===== src/design/lav_pkg.sv =====
package lav_pkg;

  // Fraction bits of a unit axis component.
  localparam int DIR_FRAC_BITS = 14;

  // Magnitude width that the normalizer brings each vector down to.
  localparam int UW = 16;

  // The quotient u^2 * 2^(2F+2) / s lies in [0, 2^(2F+2)], one bit per divider step.
  localparam int DIV_STEPS = 2 * DIR_FRAC_BITS + 3;

  // Square root of that quotient, two radicand bits per step.
  localparam int SQRT_STEPS = (DIV_STEPS + 1) / 2;

  // Normalizer: magnitude, scale, square, sum, divider, square root, round.
  localparam int NORM_LAT  = 4 + DIV_STEPS + SQRT_STEPS + 1;
  localparam int CROSS_LAT = 2;
  localparam int SHIFT_LAT = 3;
  localparam int BACK_LAT  = 3 * NORM_LAT + 2 * CROSS_LAT + SHIFT_LAT;

  typedef logic signed [16:0] neg_dir_t;
  typedef logic signed [15:0] dir_t;
  typedef logic signed [31:0] pos_t;
  typedef logic signed [15:0] axis_t;
  typedef logic signed [33:0] shift_t;

  // One camera after the front end: directions already negated.
  typedef struct packed {
    neg_dir_t nvd_x;
    neg_dir_t nvd_y;
    neg_dir_t nvd_z;
    neg_dir_t nb_x;
    neg_dir_t nb_y;
    neg_dir_t nb_z;
    pos_t     c_x;
    pos_t     c_y;
    pos_t     c_z;
  } cam_t;

  typedef struct packed {
    logic full;
    logic empty;
  } q_stat_t;

endpackage


===== src/design/lav_queue.sv =====
module lav_queue (
  input  logic             clk,
  input  logic             rst_n,
  input  logic             push,
  input  lav_pkg::cam_t    push_item,
  input  logic             pop,
  output lav_pkg::cam_t    head,
  output lav_pkg::q_stat_t q_stat
);

  lav_pkg::cam_t mem_r [2];
  logic          wp_r;
  logic          rp_r;
  logic [1:0]    cnt_r;
  logic [1:0]    cnt_nxt;

  assign head         = mem_r[rp_r];
  assign q_stat.full  = (cnt_r == 2'd2);
  assign q_stat.empty = (cnt_r == 2'd0);

  always_comb begin
    cnt_nxt = cnt_r;
    if (push && !pop) begin
      cnt_nxt = cnt_r + 2'd1;
    end else if (pop && !push) begin
      cnt_nxt = cnt_r - 2'd1;
    end
  end

  always_ff @(posedge clk) begin
    if (!rst_n) begin
      wp_r  <= 1'b0;
      rp_r  <= 1'b0;
      cnt_r <= 2'd0;
    end else begin
      cnt_r <= cnt_nxt;
      if (push) begin
        wp_r <= ~wp_r;
      end
      if (pop) begin
        rp_r <= ~rp_r;
      end
    end
  end

  always_ff @(posedge clk) begin
    if (push) begin
      mem_r[wp_r] <= push_item;
    end
  end

endmodule


===== config.mk =====
export PLATFORM = sky130hd
export DESIGN_NAME = lav_queue
export DESIGN_NICKNAME = d
export VERILOG_FILES = /design/src/design/lav_pkg.sv /design/src/design/lav_queue.sv
export SDC_FILE = /design/constraint.sdc
export NUM_CORES = 1
export LEC_CHECK = 0
export ABC_AREA = 0
export BUFFER_PORTS_ARGS = -buffer_cell sky130_fd_sc_hd__clkbuf_2
export CAP_MARGIN = 20
export CORE_ASPECT_RATIO = 0.8
export CORE_MARGIN = 2
export CORE_UTILIZATION = 52
export CTS_BUF_LIST = sky130_fd_sc_hd__clkbuf_16
export CTS_CLUSTER_DIAMETER = 150
export DETAILED_ROUTE_END_ITERATION = 12
export PLACE_DENSITY_LB_ADDON = 0.15
export SETUP_SLACK_MARGIN = 0.02
export SLEW_MARGIN = 40
export SYNTH_ARGS = -nofsm -noshare
export SYNTH_HDL_FRONTEND = slang
export SYNTH_SLANG_ARGS = --single-unit

===== constraint.sdc =====
create_clock -name clk -period 12.13 [get_ports clk]
set_clock_uncertainty 0.05 [all_clocks]
set_input_delay 1.213 -clock clk [delete_from_list [all_inputs] [get_ports clk]]
set_output_delay 1.213 -clock clk [all_outputs]
set_load 0.02 [all_outputs]

# [After elaboration in Yosys (flattened, before gate mapping)]
# Memory sizes are Yosys's and may differ from the RTL's. A register that Yosys moved wholly into a read port is not among the register bits.
# Cells that the tools add are included.
[classes] add_sub_neg=2 eq_ne=1 n_mux=6 bitwise_logic=2 reduce_logical=6
[op_table] cell="two-way mux 1 bit" n=4
[op_table] cell="two-way mux 2 bit" n=2
[op_table] cell="adder 2 x 1 -> 2 bit, second input constant" n=1
[op_table] cell="== test 2 bit, second input constant" n=1
[op_table] cell="logical AND 1 bit" n=2
[op_table] cell="logical NOT 1 bit" n=2
[op_table] cell="logical NOT 2 bit" n=1
[op_table] cell="NOT 1 bit" n=2
[op_table] cell="nonzero test 2 bit" n=1
[op_table] cell="subtractor 2 x 1 -> 2 bit, second input constant" n=1
[word_totals] regBits=4 mem_bits_rw=396 inputBits=202 out_inout_bits=200 word_cells=21 memories=1
[mem_list] memory="mem_r" depth=2 word_bits=198 read_ports=1 rd_clocked_by_memory_dff=1 wr=1 line_no="lav_queue.sv:11" source="lav_pkg::cam_t mem_r [2];"

# [Logic depth before layout (Yosys ltp)]
[depth] depth_word=4 ltp_mapped=5

# [Worst setup path after synthesis]
# No wires, ideal clock.
[synth_path] kind="in2reg" start="input port push" end="register wp_r" arrival_ns=10.478 required_time_ns=11.981 setup_slack_ns=1.504 path_stages=2 n_path_buf=0 path_cell_list="nor2b_1 > o21a_1"
[synth_rtl] item="start: declaration" line_no="lav_queue.sv:4" source="input logic push,"
[synth_rtl] item="end signal: assignment" line_no="lav_queue.sv:38" source="wp_r <= ~wp_r;"
[synth_rtl] item="end: declaration" line_no="lav_queue.sv:12" source="logic wp_r;"

==> impl_metrics.env <==
export IMPL_status="finished, final reports clean"
export IMPL_start_util_pct=52.8
export IMPL_fmax_mhz=262
export IMPL_cts_tree="done"
export IMPL_rsz0062_at_grt="false"
export IMPL_layout_min_cycle_time_ns=3.82
export IMPL_via_count=7475
export IMPL_synth_area_leader_cell="edfxtp_1"
export IMPL_netlist_area_leader_share_pct=79.7
export IMPL_slew_headroom_pct=45.5
export IMPL_cts_sinks=401
export IMPL_cpPeakStageDelay_ns=0.58
export IMPL_crit_chain="buf_12, buf_6, mux2_4, clkbuf_2"
export IMPL_syn_inst=638
export IMPL_clk_pin_slew_worst_paths_ns=0.06
export IMPL_grt_max_degree=72
export IMPL_holdPathStages=2
export IMPL_yosysSeqAreaShare_pct=80.4
export IMPL_wl_um=29300
export IMPL_cp_required_ns=10.87
export IMPL_power_density_mw_per_mm2=169
export IMPL_crit_buf_inv=3
export IMPL_hold_class="reg2reg"
export IMPL_cts_hold_buf=0
export IMPL_crit_arrival_ns=2.56
export IMPL_fin_crit_sh_pct=31.5
export IMPL_insertion_delay_ns=0.50
export IMPL_slowest_stage="dfxtp_4"
export IMPL_ys_top_cells_by_area="edfxtp_1 80%, mux2_4 10%, mux2_2 7.3%"
export IMPL_p_leak_nw=7.28
export IMPL_path_class="reg2out"
export IMPL_cts_setup_buffers=0
export IMPL_reg2reg_slack_ns=9.46
export IMPL_peakVddDrop_uv=134
export IMPL_timing_rr_end="mem_r[0][109]"
export IMPL_die_y_um=156
export IMPL_detail_route_wl_per_cell_um=19.9
export IMPL_die_area_sq_mm=0.0301
export IMPL_drv_cap=0
export IMPL_grt_usage_pct=18.7
export IMPL_r2r_start="wp_r"
export IMPL_place_ws_ns=8.43
export IMPL_cp_start_kind="flop"
export IMPL_firstDrtPassIters=4
export IMPL_tns_ns=0
export IMPL_r2r_cells=3
export IMPL_min_to="cnt_r[1]"
export IMPL_cts_buffer_depth=3
export IMPL_holdCritStartpoint="cnt_r[1]"
export IMPL_syn_area_per_cell_sq_um=23.4
export IMPL_final_max_slew_violation_count=0
export IMPL_io_buffers=401
export IMPL_fin_cells=1469
export IMPL_nets=1272
export IMPL_report_final_hold_viol_count=0
export IMPL_synth_cell_types=17
export IMPL_areaGrowthSynthToFinish_pct=24.4
export IMPL_dp_hpwl_um=20100
export IMPL_core_area_sq_mm=0.0283
export IMPL_setup_viol=0
export IMPL_synth_seq_cells=401
export IMPL_grt_remaining_overflow=0
export IMPL_first_iter_violations=420
export IMPL_fin_ws_ns=8.31
export IMPL_grt_pass1_vias=7420
export IMPL_drive_gt1_share_pct=60.4
export IMPL_grt_pass1_wl_um=42500
export IMPL_h_tree_depth=2
export IMPL_root_buffer="clkbuf_16"
export IMPL_drc=0
export IMPL_dpl_cell_count=1398
export IMPL_rows=55
export IMPL_cts_made_buffers=39
export IMPL_cp_top_family="buffers and inverters"
export IMPL_cts_resized_gates=0
export IMPL_synth_warnings=0
export IMPL_num_io_pins=402
export IMPL_syn_nets=841
export IMPL_via_per_inst=5.09
export IMPL_syn_area_sq_mm=0.0149
export IMPL_antenna_found_initial=5
export IMPL_cp_max_fo=57
export IMPL_tightest_slew_ns=0.817
export IMPL_end_kind="output pin"
export IMPL_gp_congestion=0.757
export IMPL_die_x_um=193
export IMPL_ant_nets=0
-- sequential cells by signal, summed over array words and instances, names as in the netlist, named ones only --
| register | count |
|---|---|
| rp_r | 1 |
| mem_r | 396 |
| wp_r | 1 |
| cnt_r | 2 |
-- cells by family (layout without fill, tap and decap cells) --
logic type	after synthesis	in the layout	share of synthesized area, %
buffers and inverters	23	482	1.39
AO/OA/AOI/OAI	3	3	0.134
AND/OR/NAND/NOR	9	9	0.361
XOR/XNOR	3	3	0.176
adder cells (fa/ha/maj)	1	1	0.0838
flip-flops	401	401	80.4
other	0	2	0
multiplexers	198	198	17.5
-- worst min-delay path, cell delays in order (launching register included) --
cell and delay [ns]:
dfxtp_1 0.32, o21ai_0 0.07, a21boi_0 0.07
-- synth_stat cells --
cell and n:
edfxtp_1 396, buf_2 7, o21a_1 1, inv_1 1, and2_1 4, or3_1 1
mux2_4 101, buf_6 15, dfxtp_1 5, nor2b_1 3, a21boi_0 1, o21ai_0 1
mux2_2 97, nor2_1 1, ha_1 1, xor2_1 2, xnor2_1 1
-- power by group --
| part | internal [mW] | switching [mW] |
|---|---|---|
| Sequential | 1.60 | 0.0189 |
| Clock | 0.651 | 0.473 |
| Combinational | 0.165 | 0.223 |
-- area by class of cell --
type                    count  area (sq um)
flip-flops and latches    401         12000
fillers                  1991          9730
multi-input cells         214          2730
repair buffers            412          2160
clock buffers              41          1030
well taps                 370           463
clock inverters            28           175
diodes                      2          5.00
inverters                   1          3.75
-- per-stage QoR --
stage | hold WS, ns | instance area (sq um) | power (mW) | utilization [%]
after floorplan | 0.423 | 14900 | 1.92 | -
after global placement | 0.441 | 17300 | 2.04 | 61.0
after detailed placement | 0.460 | 17400 | 2.05 | 61.3
after CTS | 0.470 | 18600 | 3.17 | 65.6
after global routing | 0.503 | 18600 | 3.24 | 65.6
final | 0.467 | 18600 | 3.13 | 65.6
-- placed cells by master, fill, tap and decap left out, types with 5 or more instances in the layout --
cell type  instances
clkbuf_2         401
edfxtp_1         396
mux2_4           101
mux2_2            97
clkbuf_16         41
clkinv_1          13
inv_1              7
buf_6              5
-- layer usage --
| metal | up-vias | GRT usage [%] | wire length, um |
|---|---|---|---|
| li1 | 3416 | - | - |
| met1 | 3682 | 23.5 | 11700 |
| met2 | 313 | 30.8 | 14100 |
| met3 | 60 | 6.74 | 2680 |
| met4 | 4 | 5.85 | 711 |
| met5 | - | 0 | 27 |
-- how the worst max path moves through the flow --
stage	from	endpoint	slack (ns)	cells after the start
2_1_floorplan	push	wp_r	1.50	2
3_3_place_gp	push	mem_r[0][150]	7.91	4
3_5_place_dp	push	mem_r[0][155]	8.43	4
4_1_cts	flop	head[25]	8.24	4
5_1_grt	flop	head[25]	8.17	4
6_report	flop	head[101]	8.31	4
Power figures use the tool's default switching activity.
