[src/design/lav_pkg.sv]
package lav_pkg;

  // Fraction bits of a unit axis component.
  localparam int DIR_FRAC_BITS = 14;

  // Magnitude width that the normalizer brings each vector down to.
  localparam int UW = 16;

  // The quotient u^2 * 2^(2F+2) / s lies in [0, 2^(2F+2)], one bit per divider step.
  localparam int DIV_STEPS = 2 * DIR_FRAC_BITS + 3;

  // Square root of that quotient, two radicand bits per step.
  localparam int SQRT_STEPS = (DIV_STEPS + 1) / 2;

  // Normalizer: magnitude, scale, square, sum, divider, square root, round.
  localparam int NORM_LAT  = 4 + DIV_STEPS + SQRT_STEPS + 1;
  localparam int CROSS_LAT = 2;
  localparam int SHIFT_LAT = 3;
  localparam int BACK_LAT  = 3 * NORM_LAT + 2 * CROSS_LAT + SHIFT_LAT;

  typedef logic signed [16:0] neg_dir_t;
  typedef logic signed [15:0] dir_t;
  typedef logic signed [31:0] pos_t;
  typedef logic signed [15:0] axis_t;
  typedef logic signed [33:0] shift_t;

  // One camera after the front end: directions already negated.
  typedef struct packed {
    neg_dir_t nvd_x;
    neg_dir_t nvd_y;
    neg_dir_t nvd_z;
    neg_dir_t nb_x;
    neg_dir_t nb_y;
    neg_dir_t nb_z;
    pos_t     c_x;
    pos_t     c_y;
    pos_t     c_z;
  } cam_t;

  typedef struct packed {
    logic full;
    logic empty;
  } q_stat_t;

endpackage

[src/design/lav_front.sv]
module lav_front (
  input  logic              clk,
  input  logic              rst_n,
  input  logic              in_valid,
  output logic              in_stall,
  input  lav_pkg::dir_t     in_view_dir_x,
  input  lav_pkg::dir_t     in_view_dir_y,
  input  lav_pkg::dir_t     in_view_dir_z,
  input  lav_pkg::dir_t     in_down_x,
  input  lav_pkg::dir_t     in_down_y,
  input  lav_pkg::dir_t     in_down_z,
  input  lav_pkg::pos_t     in_centre_x,
  input  lav_pkg::pos_t     in_centre_y,
  input  lav_pkg::pos_t     in_centre_z,
  input  lav_pkg::q_stat_t  q_stat,
  output logic              push,
  output lav_pkg::cam_t     push_item
);

  logic          fr_valid_r;
  logic          fr_valid_nxt;
  lav_pkg::cam_t fr_r;
  logic          accept;

  assign in_stall  = fr_valid_r && q_stat.full;
  assign accept    = in_valid && !in_stall;
  assign push      = fr_valid_r && !q_stat.full;
  assign push_item = fr_r;

  always_comb begin
    fr_valid_nxt = fr_valid_r;
    if (accept) begin
      fr_valid_nxt = 1'b1;
    end else if (push) begin
      fr_valid_nxt = 1'b0;
    end
  end

  always_ff @(posedge clk) begin
    if (!rst_n) begin
      fr_valid_r <= 1'b0;
    end else begin
      fr_valid_r <= fr_valid_nxt;
    end
  end

  // The full-scale negative input negates to +32768, which the 17-bit form holds.
  always_ff @(posedge clk) begin
    if (accept) begin
      fr_r.nvd_x <= -(17'(in_view_dir_x));
      fr_r.nvd_y <= -(17'(in_view_dir_y));
      fr_r.nvd_z <= -(17'(in_view_dir_z));
      fr_r.nb_x  <= -(17'(in_down_x));
      fr_r.nb_y  <= -(17'(in_down_y));
      fr_r.nb_z  <= -(17'(in_down_z));
      fr_r.c_x   <= in_centre_x;
      fr_r.c_y   <= in_centre_y;
      fr_r.c_z   <= in_centre_z;
    end
  end

endmodule

[config.mk]
export PLATFORM = sky130hd
export DESIGN_NAME = lav_front
export DESIGN_NICKNAME = d
export VERILOG_FILES = /design/src/design/lav_pkg.sv /design/src/design/lav_front.sv
export SDC_FILE = /design/constraint.sdc
export NUM_CORES = 1
export LEC_CHECK = 0
export BUFFER_PORTS_ARGS = -buffer_cell sky130_fd_sc_hd__buf_2
export CORE_AREA = 2 2 155 157
export CTS_BUF_LIST = sky130_fd_sc_hd__clkbuf_4
export DETAILED_ROUTE_END_ITERATION = 8
export DIE_AREA = 0 0 157 159
export HOLD_SLACK_MARGIN = 0.05
export MAX_ROUTING_LAYER = met4
export PLACE_DENSITY = 0.64
export SLEW_MARGIN = 5
export SYNTH_ARGS = -nofsm -noshare
export SYNTH_HDL_FRONTEND = slang
export SYNTH_SLANG_ARGS = --single-unit
[constraint.sdc]
create_clock -name clk -period 12.2 [get_ports clk]
set_input_delay 0 -clock clk [delete_from_list [all_inputs] [get_ports clk]]
set_output_delay 0 -clock clk [all_outputs]
set_load 0.005 [all_outputs]
==> flow_summary.ini, run 1 <==
[synth]
ys_types = 34
yosysTopAreaCell = edfxtp_1
synth-compound-area-share = 0.00766
synthMuxAreaShare = 0
synth_area_per_cell_sq_um = 17.0
synthesis.nets = 655
syn_inst = 452
synthAdderAreaFrac = 0.00978
synth_xor_area_frac = 0.0936
yosys-top-cells-area = edfxtp_1 77%, xnor2_1 5.8%, xor2_1 3.5%, nor2_1 2.0%, nand2_1 1.5%
synth_top_family_by_area = simple AND/OR/NAND/NOR gates
ys_seq_area_frac = 0.778
ys_ff_latch = 199
synth-simple-area-share = 0.104
ys_warn_count = 0
netlist_area_sq_um = 7670
synth_top_area_frac = 0.775

[run_status]
haltStage = 4_1_cts
tool.error = [ERROR RSZ-0060] Max buffer count reached.
outcome = did not finish

[cts]
cts_setup_buffers = 0
cts_root_buffer = clkbuf_4
ctsHoldBuffers = 241
cts.sinks = 199
numCtsBuffers = 17
cts_repair_resize_count = 0
clockBufferDepth = 2
cts.htree.levels = 4

[placement]
place.gp.congestion = 0.790
hpwl_microns = 15100
port_buffers = 395

[floorplan]
num_rows = 56
die_width_microns = 157
initial_core_util = 0.331
top_level_ports = 397
die_y_microns = 159
## cell usage after synthesis
cell type / instances
edfxtp_1: 198
o31a_1: 1
nor2_1: 41
nand3b_1: 4
buf_2: 2
nor3b_2: 1
a21oi_1: 5
nor4b_2: 1
o41a_1: 1
nand3_1: 6
nand2_1: 30
inv_1: 12
nor2b_1: 3
nor4_2: 1
or3_4: 2
nor3b_1: 7
ha_1: 6
xnor2_1: 51
nor3_1: 13
dfxtp_1: 1
nand2b_4: 1
nand2b_1: 4
or4_1: 2
o21a_1: 1
xor2_1: 31
and2_1: 2
and2_0: 1
nor3_2: 2
nor4_4: 3
and3_1: 1
or3_1: 1
or4_4: 1
nor4_1: 15
a31oi_1: 1
## cells by family after synthesis
group | Yosys count
flops | 199
simple gates | 142
xor+xnor | 82
buf+inv | 14
compound gates | 9
fa+ha+maj | 6
## through the flow
step / util / worst slack, ns / area [sq um] / cells
floorplan: - / 2.22 / 7670 / 452
global placement: 0.434 / 9.94 / 10100 / 1165
detailed placement: 0.434 / 9.87 / 10100 / 1165
==> run 2, diff against run 1 <==
Settings changed: CORE_AREA 2 2 155 157 to default, CORE_UTILIZATION from default to 25, CTS_BUF_LIST sky130_fd_sc_hd__clkbuf_4 to default, DIE_AREA 0 0 157 159 to default, HOLD_SLACK_MARGIN 0.05 to default, MAX_ROUTING_LAYER met4 to default, PLACE_DENSITY 0.64 to default, PLACE_DENSITY_LB_ADDON from default to 0.15.
==> run 2 against run 1 <==
The run now ends clean; synthesized area unchanged; synthesized cell count stayed put.
==> flow_summary.ini, run 2 <==
[cells_and_area]
regArea_sq_um = 5970
area_growth_pct = 70.7
final_cell_mix = 395 x buf_2, 238 x dlygate4sd3_1, 198 x edfxtp_1, 51 x xnor2_1, 41 x nor2_1
multi_input_area_sq_um = 1660
largest_reg_flops = 198
nets = 1308
fill_cells = 2838
drive_gt1_frac = 0.393
mostFrequentLayoutCell = buf_2

[detailed_routing]
route.detailed.drc = 0
dr.pass1.iters = 6
wl_per_cell_microns = 15.1
drtIter0Drc = 236
ant_nets = 0
routed_wl_microns = 22700
viasPerCell = 4.02
vias = 6047

[timing]
setup_violations = 0
setup_slack_ns = 9.61
finalHoldViolCount = 0
max_freq_mhz = 386
worstMarginPinSlew_ns = 1.03
skew_ns = 0.00776
timing.final.crit_period_ns = 2.59
maxSlewViolCount = 0
max_slew_margin = 0.312
setup-tns-final_ns = 0
fin_crit_sh = 0.212
rsz0062_at_grt = no
hold_ws_ns = 0.123

[power_and_ir_drop]
p_leak_nw = 5.22
switchingPower_uw = 351
pwr-share-seq = 0.518
intPower_mw = 1.22
switching_share = 0.224
ir_drop_mv = 0.0809
p_comb_frac = 0.128
power_frac_clock = 0.354
power_density_nw_per_um2 = 120
power.total_mw = 1.57

[run_status]
outcome = complete, no violations

[synth]
synth-compound-area-share = 0.00766
synth_common_cells = 198 x edfxtp_1, 51 x xnor2_1, 41 x nor2_1
synth_edf_count = 198
synth-simple-area-share = 0.104
async_flop_share = 0
ys_types = 34
synth_area_per_cell_sq_um = 17.0
synth_xor_area_frac = 0.0936
synthMuxAreaShare = 0
syn_inst = 452
ys_warn_count = 0
synthAdderAreaFrac = 0.00978
ys_seq_area_frac = 0.778
ys_ff_latch = 199
yosys-top-cells-area = edfxtp_1 77%, xnor2_1 5.8%, xor2_1 3.5%, nor2_1 2.0%, nand2_1 1.5%
yosysTopAreaCell = edfxtp_1
netlist_area_sq_um = 7670
synthesis.nets = 655
yosysMostFrequentCell = edfxtp_1
synth_top_family_by_area = simple AND/OR/NAND/NOR gates
synth_top_area_frac = 0.775
synthFlopType = edfxtp_1

[floorplan]
top_level_ports = 397
die_area_sq_um = 31400
initial_core_util = 0.256
die_y_microns = 177
num_rows = 63
core_sq_um = 30000
die_width_microns = 177

[cts]
cts_tree = done
clockBufferDepth = 2
cts.sinks = 199
cts_repair_resize_count = 0
numCtsBuffers = 17
cts.htree.levels = 4
clock_latency_ns = 0.43
cts_root_buffer = clkbuf_16
clkTransAtPathRegs_ns = 0.07

[worst_setup_path]
crit_type = reg -> reg
r2r-start = fr_valid_r$_SDFFE_PN0P_
required_ns = 12.26
critical_path_arrival_ns = 2.65
r2r-end = push_item[40]$_DFFE_PP_
startpoint_type = flip-flop
r2r_cells = 4
end_kind = flip-flop
cp-startpoint = fr_valid_r$_SDFFE_PN0P_
rrSetupSlack_ns = 9.61
critPathMaxFanout = 64

[placement]
port_buffers = 395
pre_cts_ws_ns = 9.56
place.gp.congestion = 0.747
hpwl_microns = 16200

[global_route]
grt_pass1_vias = 6232
overflow = 0
grt_max_degree = 75
grt_usage = 0.143
antenna_found_initial = 1
grt_pass1_wl_microns = 33600

[job]
maxCapViolCount = 0

[worst_hold_path]
hold_class = in -> reg
hold_path_depth = 3
min_from = q_stat[1]
hold_end = push_item[25]$_DFFE_PP_
==> run 2: cell counts after synthesis <==
Identical to the previous run, type by type.
==> run 2: timing repair <==
action	CTS	global route
hold endpoints to repair	205	0
buffers inserted	0	0
hold buffers	238	0
==> run 2: critical path, stage by stage, from the launching register on <==
cell	delay (ns)
dfxtp_1	0.31
and2_1	0.18
nor2b_4	0.23
buf_4	0.62
buf_4	0.78
==> run 2: layout make-up <==
class                   instances  area share
clock inverters                10     0.00936
flip-flops and latches        199       0.455
clock buffers                  19      0.0331
well taps                     390      0.0373
diodes                          1    0.000191
multi-input cells             239       0.127
inverters                      12     0.00344
repair buffers                636       0.335
==> run 2: per-layer routing <==
layer / up-vias / wire [microns] / track usage
met3: 21 / 1770 / 0.0425
met5: - / 0 / 0
li1: 2973 / - / -
met4: 0 / 437 / 0.0550
met1: 2821 / 8920 / 0.162
met2: 232 / 11500 / 0.251
==> run 2: cell families after synthesis <==
group / Yosys count
XOR/XNOR: 82
AND/OR/NAND/NOR: 142
AO/OA/AOI/OAI: 9
buffers and inverters: 14
flip-flops: 199
adder cells (fa/ha/maj): 6
==> run 2: how the worst max path moves through the flow <==
stage / end / slack [ns] / cells after the start
after floorplan: push_item[0]$_DFFE_PP_ / 2.22 / 2
after global placement: push_item[52]$_DFFE_PP_ / 9.56 / 4
after detailed placement: push_item[40]$_DFFE_PP_ / 9.56 / 4
after CTS: push_item[40]$_DFFE_PP_ / 9.54 / 4
after global routing: push_item[12]$_DFFE_PP_ / 9.38 / 4
final: push_item[40]$_DFFE_PP_ / 9.61 / 4
==> run 2: power by group through the flow <==
stage	logic, mW	clock network [mW]	registers [mW]
5_1_grt	0.221	0.601	0.816
3_5_place_dp	0.142	0	0.828
3_3_place_gp	0.142	0	0.827
2_1_floorplan	0.0351	0	0.846
6_report	0.202	0.555	0.812
4_1_cts	0.205	0.581	0.812
==> run 2: through the flow <==
| stage | util | cell area [sq um] | std cells |
|---|---|---|---|
| final | 0.437 | 13100 | 1506 |
| after global routing | 0.437 | 13100 | 1506 |
| after CTS | 0.437 | 13100 | 1505 |
| after detailed placement | 0.339 | 10200 | 1238 |
| after global placement | 0.339 | 10200 | 1238 |
| after floorplan | - | 7670 | 452 |
No activity file was read; power rests on OpenSTA's default activity.
